--- config.mk ---
export PLATFORM = sky130hd
export DESIGN_NAME = run_level_last_encoder
export DESIGN_NICKNAME = d
export VERILOG_FILES = /design/src/sv/rll_pkg.sv /design/src/sv/rll_core.sv /design/src/sv/rll_out_fifo.sv /design/src/sv/run_level_last_encoder.sv
export SDC_FILE = /design/constraint.sdc
export NUM_CORES = 1
export LEC_CHECK = 0
export BUFFER_PORTS_ARGS = -buffer_cell sky130_fd_sc_hd__buf_2
export CAP_MARGIN = 10
export CORE_AREA = 2 2 151 153
export DETAILED_ROUTE_END_ITERATION = 10
export DIE_AREA = 0 0 153 155
export SLEW_MARGIN = 0
export SYNTH_ARGS = -nofsm -noshare
export SYNTH_HDL_FRONTEND = slang
export SYNTH_SLANG_ARGS = --single-unit
--- constraint.sdc ---
create_clock -name i_clk -period 8.36 [get_ports i_clk]
set_input_delay 0.836 -clock i_clk [delete_from_list [all_inputs] [get_ports i_clk]]
set_output_delay 0.836 -clock i_clk [all_outputs]
set_load 0.1 [all_outputs]
--- src/sv/rll_pkg.sv ---
// ----------------------------------------------------------------------------
// rll_pkg
// Shared constants and types of the run-level-last encoder.
// ----------------------------------------------------------------------------
package rll_pkg;

    localparam int BLOCK_LEN   = 64;
    localparam int POS_W       = $clog2(BLOCK_LEN);
    localparam int COEF_W      = 16;
    localparam int RUN_W       = 7;
    localparam int LEVEL_W     = 16;
    localparam int TDATA_IN_W  = ((COEF_W + 7) / 8) * 8;
    localparam int TDATA_OUT_W = ((RUN_W + LEVEL_W + 7) / 8) * 8;
    localparam int FIFO_DEPTH  = 4;
    localparam int PTR_W       = $clog2(FIFO_DEPTH);
    localparam int CNT_W       = $clog2(FIFO_DEPTH + 1);

    localparam logic [POS_W-1:0] LAST_POS     = POS_W'(BLOCK_LEN - 1);
    // all-zero marker, wraps to the field width
    localparam logic [RUN_W-1:0] ALL_ZERO_RUN = RUN_W'(BLOCK_LEN % (2 ** RUN_W));

    typedef struct packed {
        logic                      last_flag;
        logic signed [LEVEL_W-1:0] level;
        logic        [RUN_W-1:0]   zero_run;
    } t_triple;

    // up to two triples per coefficient, first one goes out first
    typedef struct packed {
        logic [1:0] cnt;
        t_triple    first;
        t_triple    second;
    } t_push;

    function automatic logic [RUN_W-1:0] to_run(input logic [POS_W-1:0] v);
        logic [POS_W+RUN_W-1:0] wide;
        wide = {{RUN_W{1'b0}}, v};
        return wide[RUN_W-1:0];
    endfunction

endpackage

--- src/sv/rll_core.sv ---
// ----------------------------------------------------------------------------
// rll_core
// Run and held-triple tracking; emits zero, one or two triples per word.
// ----------------------------------------------------------------------------
module rll_core
    import rll_pkg::*;
(
    input  logic                     i_clk,
    input  logic                     i_rst_n,
    input  logic                     i_accept,
    input  logic signed [COEF_W-1:0] i_coefficient,
    output t_push                    o_push
);

    logic [POS_W-1:0]          r_position, n_position;
    logic [POS_W-1:0]          r_zero_count, n_zero_count;
    logic                      r_held_valid, n_held_valid;
    logic [POS_W-1:0]          r_held_run, n_held_run;
    logic signed [LEVEL_W-1:0] r_held_level, n_held_level;

    logic    nz;
    logic    blk_end;
    logic    rel_held;
    logic    hv;
    logic [POS_W-1:0] hrun;
    logic signed [LEVEL_W-1:0] hlvl;
    t_triple prev_t;
    t_triple fin_t;

    always_comb begin
        nz       = (i_coefficient != '0);
        blk_end  = (r_position == LAST_POS);
        rel_held = nz && r_held_valid;

        hv   = nz || r_held_valid;
        hrun = nz ? r_zero_count : r_held_run;
        hlvl = nz ? i_coefficient : r_held_level;

        prev_t.zero_run  = to_run(r_held_run);
        prev_t.level     = r_held_level;
        prev_t.last_flag = 1'b0;

        if (hv) begin
            fin_t.zero_run = to_run(hrun);
            fin_t.level    = hlvl;
        end else begin
            fin_t.zero_run = ALL_ZERO_RUN;
            fin_t.level    = '0;
        end
        fin_t.last_flag = 1'b1;

        o_push.cnt    = 2'(i_accept) * (2'(rel_held) + 2'(blk_end));
        o_push.first  = rel_held ? prev_t : fin_t;
        o_push.second = fin_t;

        n_position   = r_position;
        n_zero_count = r_zero_count;
        n_held_valid = r_held_valid;
        n_held_run   = r_held_run;
        n_held_level = r_held_level;
        if (i_accept) begin
            if (blk_end) begin
                n_position   = '0;
                n_zero_count = '0;
                n_held_valid = 1'b0;
                n_held_run   = '0;
                n_held_level = '0;
            end else begin
                n_position   = r_position + 1'b1;
                n_zero_count = nz ? '0 : r_zero_count + 1'b1;
                n_held_valid = hv;
                n_held_run   = hrun;
                n_held_level = hlvl;
            end
        end
    end

    always_ff @(posedge i_clk) begin
        if (!i_rst_n) begin
            r_position   <= '0;
            r_zero_count <= '0;
            r_held_valid <= 1'b0;
            r_held_run   <= '0;
            r_held_level <= '0;
        end else begin
            r_position   <= n_position;
            r_zero_count <= n_zero_count;
            r_held_valid <= n_held_valid;
            r_held_run   <= n_held_run;
            r_held_level <= n_held_level;
        end
    end

endmodule

--- src/sv/rll_out_fifo.sv ---
// ----------------------------------------------------------------------------
// rll_out_fifo
// Small flop queue of result triples, two writes and one read per cycle.
// ----------------------------------------------------------------------------
module rll_out_fifo
    import rll_pkg::*;
(
    input  logic    i_clk,
    input  logic    i_rst_n,
    input  t_push   i_push,
    input  logic    i_pop,
    output logic    o_room2,
    output logic    o_valid,
    output t_triple o_head
);

    t_triple          r_mem [FIFO_DEPTH];
    logic [PTR_W-1:0] r_wptr, n_wptr;
    logic [PTR_W-1:0] r_rptr, n_rptr;
    logic [CNT_W-1:0] r_count, n_count;
    logic [PTR_W-1:0] wptr1;

    assign wptr1   = r_wptr + 1'b1;
    assign o_valid = (r_count != '0);
    assign o_room2 = (r_count <= CNT_W'(FIFO_DEPTH - 2));
    assign o_head  = r_mem[r_rptr];

    always_comb begin
        n_wptr  = r_wptr + PTR_W'(i_push.cnt);
        n_rptr  = r_rptr + PTR_W'(i_pop);
        n_count = r_count + CNT_W'(i_push.cnt) - CNT_W'(i_pop);
    end

    always_ff @(posedge i_clk) begin
        if (i_push.cnt != 2'd0) begin
            r_mem[r_wptr] <= i_push.first;
        end
        if (i_push.cnt == 2'd2) begin
            r_mem[wptr1] <= i_push.second;
        end
    end

    always_ff @(posedge i_clk) begin
        if (!i_rst_n) begin
            r_wptr  <= '0;
            r_rptr  <= '0;
            r_count <= '0;
        end else begin
            r_wptr  <= n_wptr;
            r_rptr  <= n_rptr;
            r_count <= n_count;
        end
    end

endmodule

--- src/sv/run_level_last_encoder.sv ---
// ----------------------------------------------------------------------------
// run_level_last_encoder
// Run-level-last coding of 8x8 coefficient blocks.
// ----------------------------------------------------------------------------
// Takes one signed 16-bit coefficient per cycle in raster order, 64 per
// block, and emits a word (zero_run, level, last) for each nonzero
// coefficient; the last nonzero of a block carries tlast, an all-zero block
// gives the single word (64, 0, last). A word that a coefficient releases is
// registered into a four-entry output queue and leaves from its head.
// The input stays ready while the queue has room for two words, so a
// coefficient can enter every cycle as long as the sink takes words; the
// final coefficient of a block may produce two words at once.
module run_level_last_encoder
    import rll_pkg::*;
(
    input  logic                   i_clk,
    input  logic                   i_rst_n,
    input  logic                   i_s_axis_tvalid,
    output logic                   o_s_axis_tready,
    input  logic [TDATA_IN_W-1:0]  i_s_axis_tdata,   // [15:0] coefficient
    output logic                   o_m_axis_tvalid,
    input  logic                   i_m_axis_tready,
    output logic [TDATA_OUT_W-1:0] o_m_axis_tdata,   // [6:0] zero_run, [22:7] level
    output logic                   o_m_axis_tlast    // last_flag
);

    logic    accept;
    logic    pop;
    logic    room2;
    t_push   push;
    t_triple head;

    assign accept          = i_s_axis_tvalid && room2;
    assign pop             = o_m_axis_tvalid && i_m_axis_tready;
    assign o_s_axis_tready = room2;

    rll_core u_core (
        .i_clk         (i_clk),
        .i_rst_n       (i_rst_n),
        .i_accept      (accept),
        .i_coefficient (i_s_axis_tdata[COEF_W-1:0]),
        .o_push        (push)
    );

    rll_out_fifo u_fifo (
        .i_clk   (i_clk),
        .i_rst_n (i_rst_n),
        .i_push  (push),
        .i_pop   (pop),
        .o_room2 (room2),
        .o_valid (o_m_axis_tvalid),
        .o_head  (head)
    );

    assign o_m_axis_tdata = TDATA_OUT_W'({head.level, head.zero_run});
    assign o_m_axis_tlast = head.last_flag;

endmodule

; ---- Word-level counts from Yosys, hierarchy flattened
; Memories as Yosys holds them, arrays and structs flattened. A register that Yosys moved wholly into a read port is not among the register bits.
; Cells that the tools add are included.
[totals]
ff_bits = 42
latch_bits = 0
ramBits = 96
romBits = 0
in_bits = 20
output_inout_bits = 27
wordCells = 43
mem_count = 1
[classes]
n_addsub = 8
n_mul = 1
n_div = 0
magnitude_cmp = 1
n_eq_ne = 2
n_shift = 0
n_mux = 15
bitwise = 0
n_reduce_logical = 7
[memory_table]
columns = name, words, width, read_ports, rd_ports_with_merged_regs, wr, line_no
row1 = u_fifo.r_mem, 4, 24, 1, 1, 2, rll_out_fifo.sv:17  ; t_triple r_mem [FIFO_DEPTH];
[op_table]
columns = operator, count
row1 = 16-bit 2-to-1 mux, 2
row2 = 6-bit 2-to-1 mux, 5
row3 = 24-bit 2-to-1 mux, 1
row4 = 23-bit 2-to-1 mux, 1
row5 = 16-bit nonzero test, 1
row6 = "6-bit by 1-bit adder with 6-bit output, second input constant", 2
row7 = "6-bit equality test, second input constant", 1
row8 = 1-bit 2-to-1 mux, 5
row9 = 3-bit by 2-bit adder with 3-bit output, 1
row10 = "3-bit by 2-bit less-or-equal comparator with 1-bit output, second input constant", 1
row11 = 1-bit logical AND, 3
row12 = 3-bit nonzero test, 1
row13 = 3-bit by 1-bit subtractor with 3-bit output, 1
row14 = 1-bit by 1-bit adder with 2-bit output, 1
row15 = 2-bit by 1-bit adder with 2-bit output, 1
row16 = "2-bit by 1-bit adder with 2-bit output, second input constant", 1
row17 = 2-bit adder, 1
row18 = "2-bit equality test, second input constant", 1
row19 = 1-bit by 2-bit multiplier with 2-bit output, 1
row20 = 2-bit 2-to-1 mux, 1
row21 = 2-bit nonzero test, 1
row22 = 1-bit logical OR, 1

; ---- Depth between registers and ports, before layout
[logic_depth]
depth_word = 7
mapped_depth = 13
depth_no_buf = 12

; ---- Modules after synthesis
; A second synthesis with hierarchy kept.
[hier_totals]
hier_cells = 488
area_unflattened_um2 = 7088.0
[modules_own_cells]
columns = module, instances, cells_per_inst, area_per_inst_um2, seq_area_each_um2
row1 = rll_out_fifo, 1, 276, 5143.7, 3022.9
row2 = rll_core, 1, 208, 1920.6, 700.7
row3 = run_level_last_encoder, 1, 4, 23.8, 0.0

; ---- Least setup slack after synthesis
; OpenSTA, ideal clock, no wires.
[synth_path]
path_type = input-to-reg
start = input port i_s_axis_tdata[1]
end = memory u_fifo.r_mem[0][0] (netlist bit) (enable)
setup_time_ns = 0.418
arrival_time_ns = 2.991
t_required_ns = 7.942
path_slack_ns = 4.950
stages = 8
path_buffers = 1
path_cell_list = nor4_1 -> nand4_1 -> and2_2 -> clkbuf_1 -> ha_1 -> or2_2 -> nand4_1 -> nand2_1
[synth_lines]
columns = item, line_no
row1 = start: declaration, run_level_last_encoder.sv:20  ; input logic [TDATA_IN_W-1:0] i_s_axis_tdata,
row2 = end: declaration, rll_out_fifo.sv:17

==> summary.txt <==
Floorplanning
  – Die W: 153 microns
  – Die Span Y: 155 microns
  – Die area: 23720 sq um
  – Core footprint: 22230 sq um
  – Ports: 47
  – Starting Density: 0.2951
  – # rows: 55

Routing
  – DR vias: 4514
  – Per-cell routed wire length: 19.55 microns
  – Detailed Route Iter0 Violations: 279
  – Detailed-route DRC error count: 0
  – Final wirelength: 16700 microns
  – TritonRoute pass-1 iters: 4
  – Final antenna-violating net count: 0
  – Vias per cell: 5.286

Clock tree
  – Post-CTS Repair Setup Buffers: 0
  – Clk sinks: 138
  – Clk root buf: clkbuf_16
  – Clock-pin slew on the worst setup and hold paths: 0.06 ns
  – CTS Buf Count: 17
  – Gates resized, CTS repair: 0
  – Worst-skew pair later-pin latency: 0.42 ns
  – H-Tree Depth: 4
  – CTS Buffer Depth: 2
  – Hold_buf cts: 0
  – TritonCTS clock tree: done

Critical path
  – Worst r2r src: u_core.r_position[0]$_SDFFE_PN0N_
  – CP Launch Type: input pin
  – R2R Path End: u_fifo.r_mem[3][14]$_DFFE_PP_
  – CP delay by family, top: simple AND/OR/NAND/NOR gates
  – CP dominant cell by count: nand4_1
  – CP max FO: 22
  – Endpoint class of the critical path: register
  – Worst r2r path cells: 9
  – CP max stage cell: o21a_1
  – R2R Setup Slk: 4.68 ns
  – Buf+Inv Stages, Crit Path: 1
  – WP data required: 8.47 ns
  – CP arrival: 4.68 ns
  – CP Class: in2reg
  – Crit-path cells: buf_2 > nor4_1 > nand4_1 > and2_2 > ha_1 > or2_2 > nand4_1 > o21a_1 > o22ai_1
  – Max incr delay on CP: 0.94 ns

Synth
  – Count leader, synth: edfxtp_1
  – Ys Warns: 0
  – Post-synth top cells: edfxtp_1, nand2_1, o22ai_1
  – FFs w/ async S/R, synth: 0
  – Synth cell types: 45
  – Post-synth EDFFs: 92
  – Synth Flop Type: edfxtp_1
  – Top cell type's share of synthesized area: 0.4211
  – Synthesized area: 6560 sq um
  – #FFs+latches synth: 138
  – Yosys top cell by area: edfxtp_1
  – Post-synthesis average cell area: 12.42 sq um
  – Synthesized Nets: 557
  – Mapped Cells: 528
  – Synth area leaders: edfxtp_1, dfxtp_1, mux4_2, o22ai_1, o22ai_2
  – Sequential share of the synthesized area: 0.5615

Finish
  – Nets: 585
  – Share of post-route cells with drive strength above 1: 0.2496
  – Antenna diodes: 0
  – Area Overhead vs Synth: 14.71%
  – Post-layout util: 0.3385

Global routing
  – Total track usage: 0.1443
  – Number of global-route vias before repair: 4696
  – Antenna violations before repair: 0
  – Total gr overflow: 0
  – First-pass GRT wire length: 26300 microns
  – Largest net degree at the start of global routing: 35

Power and ir drop
  – Max VDD drop: 139.5 uV
  – Combinational Power Share: 0.309
  – Switch Pwr: 876.6 uW
  – Pint: 1398 uW
  – Part of the power in the clock network: 0.332
  – Pwr Density: 302.2 nW/um^2
  – Overall Power: 2274 uW
  – Leak Pwr: 0.002374 uW
  – Register share of total power: 0.359
  – Sw Share: 0.3854

Min path
  – Worst hold path depth: 2
  – Worst hold path startpoint: u_core.r_held_run[1]$_SDFFE_PN0N_
  – Min-delay worst type: reg2reg
  – Hold Path End: u_core.r_held_run[1]$_SDFFE_PN0N_

Timing
  – RSZ-0062 raised after global routing: false
  – TNS Setup: 0 ns
  – # setup viols final: 0
  – Tcrit/Tclk final: 0.5457
  – Worst slew pin tran: 1.207 ns
  – Max-slew violation count: 0
  – Clk_skew: 0.009807 ns
  – Final min period: 4.562 ns
  – Final-report hold violation count: 0
  – Headroom to the max-slew limit: 0.1955
  – Fmax achieved: 0.2192 GHz

Placed design
  – Final GP Congestion: 0.7748
  – Port Buf Inserts: 45
  – HPWL Detailed: 9986 microns

Job
  – Total of max-cap violations: 0

Status
  – Status: finished, final reports clean
worst max path at each step:
stage,end,depth (start not counted),start
6_report,u_fifo.r_mem[3][14]$_DFFE_PP_,9,i_s_axis_tdata[1]
5_1_grt,u_fifo.r_mem[3][1]$_DFFE_PP_,9,i_s_axis_tdata[1]
4_1_cts,u_fifo.r_mem[3][2]$_DFFE_PP_,9,i_s_axis_tdata[1]
3_5_place_dp,u_fifo.r_mem[3][2]$_DFFE_PP_,9,i_s_axis_tdata[1]
3_3_place_gp,u_fifo.r_mem[3][1]$_DFFE_PP_,9,i_s_axis_tdata[1]
2_1_floorplan,u_fifo.r_mem[0][0]$_DFFE_PP_,8,i_s_axis_tdata[1]
power groups by stage:
stage | logic [uW] | clock network (uW) | registers (uW)
2_1_floorplan | 630 | 0 | 794
3_3_place_gp | 707 | 0 | 831
3_5_place_dp | 707 | 0 | 833
4_1_cts | 710 | 761 | 819
5_1_grt | 739 | 793 | 825
6_report | 703 | 755 | 816
cell type report:
| class | instances | area [sq um] |
|---|---|---|
| Fill cell | 2201 | 14700 |
| Timing Repair Buffer | 53 | 285.3 |
| Clock inverter | 13 | 152.6 |
| Tap cell | 285 | 356.6 |
| Clock buffer | 19 | 432.9 |
| Multi-Input combinational cell | 323 | 2526 |
| Inverter | 23 | 86.33 |
| Sequential cell | 138 | 3685 |
kinds of logic (layout without fill, tap and decap cells):
family	count (synthesis)	count (layout)	share of synthesized area
AOI/OAI and AO/OA	139	139	0.1669
xor gates and xnor gates	9	9	0.01202
adders and majority gates	9	9	0.01831
buffers and inverters	67	108	0.05340
DFF	138	138	0.5615
muxes	24	24	0.08240
other	1	1	0.0005716
and+or+nand+nor	141	141	0.1049
routing by layer:
| metal | vias up | part of all wire | GRT usage | wire (microns) |
|---|---|---|---|---|
| met5 | - | 0 | 0 | 0 |
| met2 | 142 | 0.48 | 0.2422 | 8084 |
| met4 | 0 | 0.026 | 0.06129 | 441 |
| li1 | 2113 | - | - | - |
| met3 | 30 | 0.051 | 0.03593 | 847 |
| met1 | 2229 | 0.44 | 0.1780 | 7325 |
per-stage QoR:
step                area [sq um]  cells  hold slack (ns)  worst slack [ns]
floorplan                   6560    528           0.4462             4.950
global placement            6939    822           0.4531             3.498
detailed placement          6939    822           0.4580             3.407
CTS                         7525    854           0.4662             3.817
global route                7525    854           0.4926             3.580
finish                      7525    854           0.4694             3.798
worst register-to-register path, cell delays in order, from the launching register on:
cell and delay, ns:
dfxtp_1 0.38, ha_1 0.22, and3_1 0.17, nand3_1 0.34
inv_1 0.27, ha_1 0.29, or2_2 0.34, nand4_1 0.22
o21a_1 0.94, o22ai_1 0.21
layout by cell type (no fill, tap or decap), types with 3 or more instances in the layout:
master      instances
o32ai_1            16
xor2_1              5
a21oi_1             9
nor2_1              8
dfxtp_1            45
clkinvlp_4          4
edfxtp_1           92
o21a_1              6
clkinv_2            4
ha_1                8
o22ai_1            68
nand3_1             7
nor2b_1             4
o211ai_1            5
and2_1              9
mux4_2             24
nand4_1            16
buf_4               8
clkbuf_16          17
xnor2_1             4
nand2_1            75
o22ai_2            26
buf_2              45
nor3_1              3
bufinv_16           3
a31oi_1             4
inv_1              23
flip-flops by register name, indices dropped and copies added, names as in the netlist:
register and count:
u_core.r_position 6, u_fifo.r_count 3, u_fifo.r_rptr 2, u_fifo.r_mem 96, u_fifo.r_wptr 2, u_core.r_zero_count 6, u_core.r_held_run 6, u_core.r_held_level 16
u_core.r_held_valid 1
(Power assumes the default switching activity.)
